### src/rtl/sha1h_pkg.sv
// ----------------------------------------------------------------------------
// sha1h_pkg
// Shared types, action codes and SHA-1 round helpers for the byte stream
// hasher.
// ----------------------------------------------------------------------------
package sha1h_pkg;

    localparam int WORD_W      = 32;
    localparam int DIGEST_W    = 5;
    localparam int BLOCK_WORDS = 16;
    localparam int ROUNDS      = 80;

    localparam logic [1:0] ACT_APPEND  = 2'd0;
    localparam logic [1:0] ACT_FINISH  = 2'd1;
    localparam logic [1:0] ACT_RESTART = 2'd2;

    localparam logic [7:0] PAD_BYTE = 8'h80;

    typedef logic [WORD_W-1:0] t_word;

    typedef struct packed {
        logic [1:0] action;
        logic [7:0] data_byte;
    } t_in_item;

    typedef struct packed {
        logic [31:0] digest_word;
        logic [2:0]  word_index;
        logic        last_word;
    } t_out_item;

    function automatic t_word init_word(input logic [2:0] idx);
        t_word v;
        unique case (idx)
            3'd0:    v = 32'h67452301;
            3'd1:    v = 32'hEFCDAB89;
            3'd2:    v = 32'h98BADCFE;
            3'd3:    v = 32'h10325476;
            default: v = 32'hC3D2E1F0;
        endcase
        return v;
    endfunction

    function automatic t_word round_f(input logic [6:0] t, input t_word b,
                                      input t_word c, input t_word d);
        t_word v;
        priority if (t < 7'd20) begin
            v = (b & c) | (~b & d);
        end else if (t < 7'd40) begin
            v = b ^ c ^ d;
        end else if (t < 7'd60) begin
            v = (b & c) | (b & d) | (c & d);
        end else begin
            v = b ^ c ^ d;
        end
        return v;
    endfunction

    function automatic t_word round_k(input logic [6:0] t);
        t_word v;
        priority if (t < 7'd20) begin
            v = 32'h5A827999;
        end else if (t < 7'd40) begin
            v = 32'h6ED9EBA1;
        end else if (t < 7'd60) begin
            v = 32'h8F1BBCDC;
        end else begin
            v = 32'hCA62C1D6;
        end
        return v;
    endfunction

endpackage

### src/rtl/sha1_byte_stream_hasher.sv
// ----------------------------------------------------------------------------
// sha1_byte_stream_hasher
// SHA-1 over a byte stream with on-demand digest of the message so far.
// ----------------------------------------------------------------------------
// Input channel (i_in_valid / o_in_ready / i_in_item) carries one action per
// transfer: append a byte, finish (emit digest of the bytes so far) or
// restart. Output channel (o_out_valid / i_out_ready / o_out_item) returns
// five digest words per finish, word 0 first, last_word set on word 4.
// Appended bytes are packed into 32-bit words held in a 16-word block RAM.
// An append that fills a block starts a compression (a read-prefetch load,
// 80 rounds, a chaining add), bounded by the single round unit doing one
// round per cycle. A finish compresses one padded block, or two when 56 or
// more bytes are buffered, before the first word appears; it pads a copy of
// the chaining words and leaves the running hash untouched.
// Items are taken one at a time: o_in_ready is low while a block or a digest
// is in progress and while digest words are being handed out. A stalled
// receiver holds the output register and the block waits with it; the last
// word may wait there while the next item is already accepted.
// Reset loads the SHA-1 initial values and empties the buffer and length.
// ----------------------------------------------------------------------------
module sha1_byte_stream_hasher (
    input  logic                 i_clk,
    input  logic                 i_rst_n,
    input  logic                 i_in_valid,
    output logic                 o_in_ready,
    input  sha1h_pkg::t_in_item  i_in_item,
    output logic                 o_out_valid,
    input  logic                 i_out_ready,
    output sha1h_pkg::t_out_item o_out_item
);

    typedef enum logic [4:0] {
        S_IDLE  = 5'b00001,
        S_LOAD  = 5'b00010,
        S_ROUND = 5'b00100,
        S_ADD   = 5'b01000,
        S_EMIT  = 5'b10000
    } t_state;

    // which padded block is being compressed
    typedef enum logic [1:0] {
        BLK_DATA    = 2'd0,
        BLK_PAD     = 2'd1,
        BLK_PAD_LEN = 2'd2,
        BLK_LEN     = 2'd3
    } t_blk_kind;

    t_state              r_state;
    t_blk_kind           r_kind;
    logic [5:0]          r_fill;
    logic [31:0]         r_count;
    logic [31:0]         r_part;
    logic [6:0]          r_t;
    logic [2:0]          r_idx;
    sha1h_pkg::t_word    r_h    [sha1h_pkg::DIGEST_W];
    sha1h_pkg::t_word    r_d    [sha1h_pkg::DIGEST_W];
    sha1h_pkg::t_word    r_w    [sha1h_pkg::DIGEST_W];
    sha1h_pkg::t_word    r_s    [sha1h_pkg::BLOCK_WORDS];
    logic                r_out_valid;
    sha1h_pkg::t_out_item r_out_item;

    logic                in_xfer;
    logic                ram_we;
    logic [3:0]          ram_waddr;
    sha1h_pkg::t_word    ram_wdata;
    logic [3:0]          ram_raddr;
    sha1h_pkg::t_word    ram_rdata;
    sha1h_pkg::t_word    base   [sha1h_pkg::DIGEST_W];
    sha1h_pkg::t_word    pad_word;
    sha1h_pkg::t_word    msg_word;
    sha1h_pkg::t_word    sched_word;
    sha1h_pkg::t_word    w_cur;
    sha1h_pkg::t_word    round_tmp;
    sha1h_pkg::t_word    len_bits;
    logic [3:0]          wj;
    logic [5:0]          n_fill;
    logic                out_free;

    assign o_in_ready = (r_state == S_IDLE);
    assign in_xfer    = i_in_valid && o_in_ready;
    assign out_free   = !r_out_valid || i_out_ready;
    assign n_fill     = r_fill + 6'd1;
    assign len_bits   = {r_count[28:0], 3'b000};

    // buffer word write: every fourth appended byte completes a word
    assign ram_we    = in_xfer && (i_in_item.action == sha1h_pkg::ACT_APPEND)
                       && (r_fill[1:0] == 2'd3);
    assign ram_waddr = r_fill[5:2];
    assign ram_wdata = {r_part[31:8], i_in_item.data_byte};
    // prefetch word t+1 while round t runs; word 0 during the load cycle
    assign ram_raddr = (r_state == S_LOAD) ? 4'd0 : (r_t[3:0] + 4'd1);

    sha1h_ram #(
        .WIDTH(sha1h_pkg::WORD_W),
        .DEPTH(sha1h_pkg::BLOCK_WORDS)
    ) u_buf (
        .i_clk  (i_clk),
        .i_we   (ram_we),
        .i_waddr(ram_waddr),
        .i_wdata(ram_wdata),
        .i_raddr(ram_raddr),
        .o_rdata(ram_rdata)
    );

    always_comb begin
        for (int i = 0; i < sha1h_pkg::DIGEST_W; i++) begin
            base[i] = (r_kind == BLK_DATA) ? r_h[i] : r_d[i];
        end
    end

    // word holding the end of the message: buffered bytes, then 0x80
    always_comb begin
        unique case (r_fill[1:0])
            2'd0: pad_word = {sha1h_pkg::PAD_BYTE, 24'h0};
            2'd1: pad_word = {r_part[31:24], sha1h_pkg::PAD_BYTE, 16'h0};
            2'd2: pad_word = {r_part[31:16], sha1h_pkg::PAD_BYTE, 8'h0};
            default: pad_word = {r_part[31:8], sha1h_pkg::PAD_BYTE};
        endcase
    end

    assign wj = r_t[3:0];

    always_comb begin
        unique case (r_kind)
            BLK_DATA: msg_word = ram_rdata;
            BLK_PAD, BLK_PAD_LEN: begin
                priority if (wj < r_fill[5:2]) begin
                    msg_word = ram_rdata;
                end else if (wj == r_fill[5:2]) begin
                    msg_word = pad_word;
                end else if ((r_kind == BLK_PAD_LEN) && (wj == 4'd15)) begin
                    msg_word = len_bits;
                end else begin
                    msg_word = '0;
                end
            end
            default: msg_word = (wj == 4'd15) ? len_bits : '0;
        endcase
    end

    always_comb begin
        sched_word = r_s[13] ^ r_s[8] ^ r_s[2] ^ r_s[0];
        sched_word = {sched_word[30:0], sched_word[31]};
        w_cur      = (r_t < 7'd16) ? msg_word : sched_word;
        round_tmp  = {r_w[0][26:0], r_w[0][31:27]}
                     + sha1h_pkg::round_f(r_t, r_w[1], r_w[2], r_w[3])
                     + r_w[4] + w_cur + sha1h_pkg::round_k(r_t);
    end

    // control and chaining state
    always_ff @(posedge i_clk) begin
        if (!i_rst_n) begin
            r_state     <= S_IDLE;
            r_kind      <= BLK_DATA;
            r_fill      <= '0;
            r_count     <= '0;
            r_t         <= '0;
            r_idx       <= '0;
            r_out_valid <= 1'b0;
            for (int i = 0; i < sha1h_pkg::DIGEST_W; i++) begin
                r_h[i] <= sha1h_pkg::init_word(3'(i));
            end
        end else begin
            // drop the word once taken, unless the next one replaces it
            if (r_out_valid && i_out_ready && (r_state != S_EMIT)) begin
                r_out_valid <= 1'b0;
            end
            unique case (r_state)
                S_IDLE: begin
                    if (in_xfer) begin
                        unique case (i_in_item.action)
                            sha1h_pkg::ACT_APPEND: begin
                                r_fill  <= n_fill;
                                r_count <= r_count + 32'd1;
                                if (r_fill == 6'd63) begin
                                    r_kind  <= BLK_DATA;
                                    r_state <= S_LOAD;
                                end
                            end
                            sha1h_pkg::ACT_FINISH: begin
                                r_kind  <= (r_fill >= 6'd56) ? BLK_PAD : BLK_PAD_LEN;
                                r_state <= S_LOAD;
                            end
                            sha1h_pkg::ACT_RESTART: begin
                                r_fill  <= '0;
                                r_count <= '0;
                                for (int i = 0; i < sha1h_pkg::DIGEST_W; i++) begin
                                    r_h[i] <= sha1h_pkg::init_word(3'(i));
                                end
                            end
                            default: ;
                        endcase
                    end
                end
                S_LOAD: begin
                    r_t     <= '0;
                    r_state <= S_ROUND;
                end
                S_ROUND: begin
                    r_t <= r_t + 7'd1;
                    if (r_t == 7'(sha1h_pkg::ROUNDS - 1)) begin
                        r_state <= S_ADD;
                    end
                end
                S_ADD: begin
                    unique case (r_kind)
                        BLK_DATA: r_state <= S_IDLE;
                        BLK_PAD: begin
                            r_kind  <= BLK_LEN;
                            r_state <= S_LOAD;
                        end
                        default: begin
                            r_idx   <= '0;
                            r_state <= S_EMIT;
                        end
                    endcase
                    if (r_kind == BLK_DATA) begin
                        for (int i = 0; i < sha1h_pkg::DIGEST_W; i++) begin
                            r_h[i] <= base[i] + r_w[i];
                        end
                    end
                end
                S_EMIT: begin
                    if (out_free) begin
                        r_out_valid <= 1'b1;
                        r_idx       <= r_idx + 3'd1;
                        if (r_idx == 3'(sha1h_pkg::DIGEST_W - 1)) begin
                            r_state <= S_IDLE;
                        end
                    end else if (r_out_valid && i_out_ready) begin
                        r_out_valid <= 1'b0;
                    end
                end
                default: r_state <= S_IDLE;
            endcase
        end
    end

    // datapath registers
    always_ff @(posedge i_clk) begin
        if (in_xfer && (i_in_item.action == sha1h_pkg::ACT_APPEND)) begin
            unique case (r_fill[1:0])
                2'd0: r_part[31:24] <= i_in_item.data_byte;
                2'd1: r_part[23:16] <= i_in_item.data_byte;
                2'd2: r_part[15:8]  <= i_in_item.data_byte;
                default: r_part[7:0] <= i_in_item.data_byte;
            endcase
        end
        // snapshot the chaining words so the running hash stays intact
        if (in_xfer && (i_in_item.action == sha1h_pkg::ACT_FINISH)) begin
            for (int i = 0; i < sha1h_pkg::DIGEST_W; i++) begin
                r_d[i] <= r_h[i];
            end
        end
        if ((r_state == S_ADD) && (r_kind != BLK_DATA)) begin
            for (int i = 0; i < sha1h_pkg::DIGEST_W; i++) begin
                r_d[i] <= base[i] + r_w[i];
            end
        end
        if (r_state == S_LOAD) begin
            for (int i = 0; i < sha1h_pkg::DIGEST_W; i++) begin
                r_w[i] <= base[i];
            end
        end
        if (r_state == S_ROUND) begin
            r_w[4] <= r_w[3];
            r_w[3] <= r_w[2];
            r_w[2] <= {r_w[1][1:0], r_w[1][31:2]};
            r_w[1] <= r_w[0];
            r_w[0] <= round_tmp;
            for (int i = 0; i < sha1h_pkg::BLOCK_WORDS - 1; i++) begin
                r_s[i] <= r_s[i+1];
            end
            r_s[sha1h_pkg::BLOCK_WORDS-1] <= w_cur;
        end
        if ((r_state == S_EMIT) && out_free) begin
            r_out_item.digest_word <= r_d[r_idx];
            r_out_item.word_index  <= r_idx;
            r_out_item.last_word   <= (r_idx == 3'(sha1h_pkg::DIGEST_W - 1));
        end
    end

    assign o_out_valid = r_out_valid;
    assign o_out_item  = r_out_item;

    property p_one_hot_state;
        @(posedge i_clk) disable iff (!i_rst_n) $onehot(r_state);
    endproperty
    a_one_hot_state: assert property (p_one_hot_state)
        else $error("state register lost its one-hot code");

    property p_round_bound;
        @(posedge i_clk) disable iff (!i_rst_n)
            (r_state == S_ROUND) |-> (r_t < 7'(sha1h_pkg::ROUNDS));
    endproperty
    a_round_bound: assert property (p_round_bound)
        else $error("round counter ran past the last round");

    property p_block_empty_on_compress;
        @(posedge i_clk) disable iff (!i_rst_n)
            ((r_state == S_LOAD) && (r_kind == BLK_DATA)) |-> (r_fill == 6'd0);
    endproperty
    a_block_empty_on_compress: assert property (p_block_empty_on_compress)
        else $error("data block compressed with a partly filled buffer");

    property p_finish_snapshot;
        @(posedge i_clk) disable iff (!i_rst_n)
            (in_xfer && (i_in_item.action == sha1h_pkg::ACT_FINISH))
            |=> (r_state == S_LOAD) && (r_d[0] == $past(r_h[0]))
                && (r_h[4] == $past(r_h[4]));
    endproperty
    a_finish_snapshot: assert property (p_finish_snapshot)
        else $error("finish did not snapshot the chaining words");

    property p_last_word_flag;
        @(posedge i_clk) disable iff (!i_rst_n)
            r_out_valid |-> (r_out_item.last_word == (r_out_item.word_index == 3'd4));
    endproperty
    a_last_word_flag: assert property (p_last_word_flag)
        else $error("last_word does not match the word index");

endmodule

### src/rtl/sha1h_ram.sv
// ----------------------------------------------------------------------------
// sha1h_ram
// Generic simple dual-port RAM: one write port, one read port, registered
// read data.
// ----------------------------------------------------------------------------
module sha1h_ram #(
    parameter int WIDTH = 32,
    parameter int DEPTH = 16
) (
    input  logic                     i_clk,
    input  logic                     i_we,
    input  logic [$clog2(DEPTH)-1:0] i_waddr,
    input  logic [WIDTH-1:0]         i_wdata,
    input  logic [$clog2(DEPTH)-1:0] i_raddr,
    output logic [WIDTH-1:0]         o_rdata
);

    logic [WIDTH-1:0] r_mem [DEPTH];
    logic [WIDTH-1:0] r_rdata;

    always_ff @(posedge i_clk) begin
        if (i_we) begin
            r_mem[i_waddr] <= i_wdata;
        end
        r_rdata <= r_mem[i_raddr];
    end

    assign o_rdata = r_rdata;

endmodule

### config.mk
export PLATFORM = sky130hd
export DESIGN_NAME = sha1_byte_stream_hasher
export DESIGN_NICKNAME = d
export VERILOG_FILES = /design/src/rtl/sha1h_pkg.sv /design/src/rtl/sha1_byte_stream_hasher.sv /design/src/rtl/sha1h_ram.sv
export SDC_FILE = /design/constraint.sdc
export NUM_CORES = 2
export LEC_CHECK = 0
export BUFFER_PORTS_ARGS = -buffer_cell sky130_fd_sc_hd__buf_2
export CAP_MARGIN = 10
export CORE_ASPECT_RATIO = 1.75
export CORE_UTILIZATION = 35
export CTS_BUF_LIST = sky130_fd_sc_hd__clkbuf_2 sky130_fd_sc_hd__clkbuf_4 sky130_fd_sc_hd__clkbuf_8
export CTS_CLUSTER_DIAMETER = 30
export CTS_CLUSTER_SIZE = 12
export DETAILED_ROUTE_END_ITERATION = 7
export GPL_TIMING_DRIVEN = 0
export SETUP_SLACK_MARGIN = 0.3
export SLEW_MARGIN = 20
export SYNTH_ARGS = -nofsm -noshare
export SYNTH_HDL_FRONTEND = slang
export SYNTH_SLANG_ARGS = --single-unit
### constraint.sdc
create_clock -name i_clk -period 19.7 [get_ports i_clk]
set_input_delay 2.955 -clock i_clk [delete_from_list [all_inputs] [get_ports i_clk]]
set_output_delay 2.955 -clock i_clk [all_outputs]
set_load 0.02 [all_outputs]
==> Flow_metrics.wiki <==
{| class="wikitable"
! Metric !! Value
|-
| Status || finished with violations
|-
| Failing checks || DRC
|-
| Number of buffers created by CTS || 271
|-
| Power per cell area || 116.2 nW/um^2
|-
| Switching Share || 0.3332
|-
| Syn_area_per_cell || 13.72 sq um
|-
| Buffer and inverter count on the worst path || 8
|-
| Share of async-settable or async-resettable flops after synthesis || 0
|-
| Final layout net count || 6344
|-
| Hold WC Path Type || flip-flop to flip-flop
|-
| Area added between synthesis and finish || 14.91%
|-
| Sequential share of power || 0.387
|-
| Top fanout value on the critical path || 10
|-
| Worst voltage drop across the vdd grid || 0.08500 mV
|-
| Maximum root-to-sink buffer count || 4
|-
| Standard cell core area || 218400 sq um
|-
| Worst setup EP type || flip-flop
|-
| Finish-stage setup viols || 0
|-
| Sw Pwr || 3.420 mW
|-
| Via count || 49540
|-
| Total routing resource utilization after global routing || 0.2196
|-
| TritonCTS clock tree || yes
|-
| Global-route wire length before repair || 350900 um
|-
| Critical Path Max Stage Delay || 0.82 ns
|-
| Number of cells upsized or downsized after cts || 0
|-
| Number of synthesized register bits || 1649
|-
| Worst-Margin Slew || 1.295 ns
|-
| Post-route DRC || 2
|-
| Max-Slew Margin vs Limit || 0.1367
|-
| Clock insertion delay at the later pin of the skew report || 0.93 ns
|-
| Routed vias/inst || 5.464
|-
| Number of warning messages in the yosys log || 0
|-
| Antenna violations before repair || 13
|-
| Portion of the post-synthesis area used by sequential elements || 0.6334
|-
| Data required time of the worst path || 20.34 ns
|-
| Grt ovf || 0
|-
| Via count of the first global-routing pass || 51480
|-
| Cell with the largest stage delay on the worst path || sky130_fd_sc_hd__a21oi_1
|-
| Time the final worst path needs with I/O delays and setup || 11.41 ns
|-
| Number of buffers inserted by hold repair at cts || 0
|-
| Clock root buffer || sky130_fd_sc_hd__clkbuf_8
|-
| LEAKAGE || 30.41 nW
|-
| First-pass iteration count of the detailed router || 8
|-
| RSZ-0062 raised after global routing || false
|-
| Die extent in x || 356.2 um
|-
| Starting density of the core || 0.3518
|-
| Length in cells of the worst reg-to-reg path || 29
|-
| Post-synthesis cell count || 5602
|-
| Max Clock Freq || 0.08768 GHz
|-
| Maximum level of the CTS H-tree || 5
|-
| IO buf count || 50
|-
| Fraction of layout instances using a drive strength above 1 || 0.1704
|-
| Drt initial violations || 4606
|-
| Number of unique standard cell types used by synthesis || 88
|-
| Data arrival time of the critical path || 12.04 ns
|-
| Critical path launch point type || flip-flop
|-
| Path type of the worst setup path || flip-flop to flip-flop
|-
| Floorplan die area || 221500 sq um
|-
| Highest-count cells in the layout ignoring fill and taps || sky130_fd_sc_hd__edfxtp_1, sky130_fd_sc_hd__nand2_1, sky130_fd_sc_hd__o21ai_0
|-
| Top Ports || 52
|-
| Netlist Area Pre-Place || 76840 sq um
|-
| Std-Cell Rows || 227
|-
| MaxCap Viol Count || 0
|-
| Worst-path clk slew || 0.07 ns
|-
| Hold-critical path depth || 0
|-
| Final Cycle Share || 0.5789
|-
| Comb power frac || 0.282
|-
| Clock Skews || 0.08852 ns
|-
| Most frequently used flop master after synthesis || sky130_fd_sc_hd__edfxtp_1
|-
| Pin count of the biggest net entering global routing || 77
|-
| Final weighted congestion in routability-driven placement || 0.9709
|-
| DPL Wire Length || 183200 um
|-
| Filler instances || 20140
|-
| Routed Wire Length || 246900 um
|-
| Family with the most delay on the worst path || compound AO/OA/AOI/OAI gates
|-
| Post-DRT Antenna Nets || 0
|-
| Post-synthesis net count || 5949
|-
| EDFF count, synth || 1564
|-
| Post-detailed-route wirelength per cell || 27.23 um
|-
| Part of the total power dissipated in the clock network || 0.331
|-
| Internal power consumption || 6.842 mW
|-
| Slew Viols, Final || 0
|-
| Setup fix buffers added after clock tree synthesis || 0
|-
| Sinks on the clock net || 1649
|-
| Cell seen most often among critical-path stages || sky130_fd_sc_hd__clkbuf_1
|-
| Most common cell after layout, fill and taps aside || sky130_fd_sc_hd__edfxtp_1
|-
| Final hold viol count || 0
|-
| Depth of the critical timing path with buffers and inverters included || 29
|-
| Die H || 621.8 um
|-
| Aggregate negative setup slack || 0 ns
|-
| Core Util, Final || 0.4043
|}
-- path summary, 6_finish.rpt --
check                              end  slack (ns)                 start
setup / recovery  r_w[0][31]$_DFFE_PP_        8.29   r_t[0]$_SDFFE_PN0P_
hold / removal     r_s[0][5]$_DFFE_PP_        0.38  r_s[0][37]$_DFFE_PP_
setup reg to reg  r_w[0][31]$_DFFE_PP_        8.29   r_t[0]$_SDFFE_PN0P_
hold reg to reg    r_s[0][5]$_DFFE_PP_        0.38  r_s[0][37]$_DFFE_PP_
-- power groups by stage --
| stage | Sequential, mW | Clock, mW | Combinational (mW) |
|---|---|---|---|
| floorplan | 4.04 | 0 | 1.94 |
| global placement | 4.09 | 0 | 2.80 |
| detailed placement | 4.04 | 0 | 2.85 |
| CTS | 3.97 | 3.44 | 2.87 |
| global route | 3.97 | 3.58 | 3.12 |
| finish | 3.97 | 3.40 | 2.90 |
-- flip-flops by register name (all words and copies together), names as in the netlist --
signal         count
o_out_item        36
r_w              160
r_h              160
r_count           29
r_part            24
r_s              512
r_fill             6
r_t                7
r_kind             2
r_d              160
o_out_valid        1
r_state            5
u_buf.o_rdata     32
r_idx              3
u_buf.r_mem      512
-- routing by layer --
| layer | track usage | wire, um | share of wire | vias up |
|---|---|---|---|---|
| li1 | - | - | - | 21840 |
| met1 | 0.2222 | 82650 | 0.33 | 24930 |
| met2 | 0.3935 | 127700 | 0.52 | 1965 |
| met3 | 0.03889 | 14080 | 0.057 | 779 |
| met4 | 0.1745 | 22350 | 0.091 | 18 |
| met5 | 0 | 99 | 0.00040 | - |
-- logic make-up after synthesis --
| family | count (synthesis) | share of synthesized area |
|---|---|---|
| AO/OA/AOI/OAI | 1169 | 0.09617 |
| XOR/XNOR | 307 | 0.03509 |
| adder cells (fa/ha/maj) | 333 | 0.06644 |
| buffers and inverters | 484 | 0.02386 |
| flip-flops | 1649 | 0.6334 |
| multiplexers | 411 | 0.06893 |
| AND/OR/NAND/NOR | 1249 | 0.07616 |
-- per-stage QoR --
stage | hold WS [ns] | cell area [sq um] | total power [mW] | cells | setup slack, ns
global placement | 0.4027 | 80670 | 6.892 | 8514 | -6.914
finish | 0.3824 | 88290 | 10.26 | 9066 | 8.295
detailed placement | 0.4045 | 82260 | 6.891 | 8585 | 8.692
CTS | 0.3695 | 88260 | 10.28 | 9058 | 8.642
global route | 0.3715 | 88280 | 10.67 | 9062 | 8.162
floorplan | 0.4003 | 76840 | 5.976 | 5602 | 3.638
-- cell usage after synthesis (5+ instances only) --
cell type / n / area, sq um
sky130_fd_sc_hd__a311oi_1: 11 / 96.34
sky130_fd_sc_hd__nand2_1: 541 / 2031
sky130_fd_sc_hd__mux2_2: 305 / 3435
sky130_fd_sc_hd__nor2b_1: 31 / 193.9
sky130_fd_sc_hd__a22o_1: 15 / 131.4
sky130_fd_sc_hd__a221oi_1: 11 / 96.34
sky130_fd_sc_hd__a21boi_0: 12 / 90.09
sky130_fd_sc_hd__o21ai_1: 39 / 195.2
sky130_fd_sc_hd__inv_1: 212 / 795.8
sky130_fd_sc_hd__nand4_1: 22 / 137.6
sky130_fd_sc_hd__or2_2: 7 / 43.79
sky130_fd_sc_hd__a21o_1: 97 / 728.2
sky130_fd_sc_hd__a211oi_1: 90 / 675.7
sky130_fd_sc_hd__mux2i_1: 42 / 420.4
sky130_fd_sc_hd__xor2_1: 111 / 972.2
sky130_fd_sc_hd__a41oi_1: 5 / 43.79
sky130_fd_sc_hd__o221a_2: 24 / 270.3
sky130_fd_sc_hd__o21bai_1: 19 / 142.6
sky130_fd_sc_hd__edfxtp_1: 1564 / 46970
sky130_fd_sc_hd__xnor2_1: 195 / 1708
sky130_fd_sc_hd__mux4_2: 64 / 1441
sky130_fd_sc_hd__and2_1: 20 / 125.1
sky130_fd_sc_hd__o31ai_1: 9 / 67.56
sky130_fd_sc_hd__a21boi_1: 5 / 37.54
sky130_fd_sc_hd__nor3_1: 30 / 150.1
sky130_fd_sc_hd__o221ai_1: 8 / 70.07
sky130_fd_sc_hd__a21oi_1: 218 / 1091
sky130_fd_sc_hd__ha_1: 208 / 2603
sky130_fd_sc_hd__o21ai_0: 363 / 1817
sky130_fd_sc_hd__dfxtp_1: 85 / 1702
sky130_fd_sc_hd__o21a_1: 32 / 240.2
sky130_fd_sc_hd__or3_1: 146 / 913.4
sky130_fd_sc_hd__buf_1: 28 / 105.1
sky130_fd_sc_hd__a31oi_1: 73 / 456.7
sky130_fd_sc_hd__o211ai_1: 78 / 585.6
sky130_fd_sc_hd__nand3_1: 47 / 235.2
sky130_fd_sc_hd__clkbuf_1: 237 / 889.6
sky130_fd_sc_hd__a22oi_1: 22 / 165.2
sky130_fd_sc_hd__buf_2: 5 / 25.02
sky130_fd_sc_hd__fa_1: 125 / 2502
sky130_fd_sc_hd__nand2b_1: 43 / 269.0
sky130_fd_sc_hd__nor2_1: 235 / 882.1
sky130_fd_sc_hd__and3_1: 97 / 606.8
-- final cells by class --
| cell class | instances | area, sq um | share of cell area |
|---|---|---|---|
| inverters | 213 | 809.5 | 0.009168 |
| plain buffers | 271 | 1070 | 0.01212 |
| flip-flops and latches | 1649 | 48670 | 0.5512 |
| multi-input cells | 3469 | 26510 | 0.3003 |
| well taps | 2862 | 3581 | 0.04056 |
| diodes | 7 | 17.52 | 0.0001984 |
| repair buffers | 122 | 1630 | 0.01846 |
| clock buffers | 307 | 4069 | 0.04608 |
| clock inverters | 166 | 1938 | 0.02195 |
Note: power is estimated with default switching activity, not from simulation.
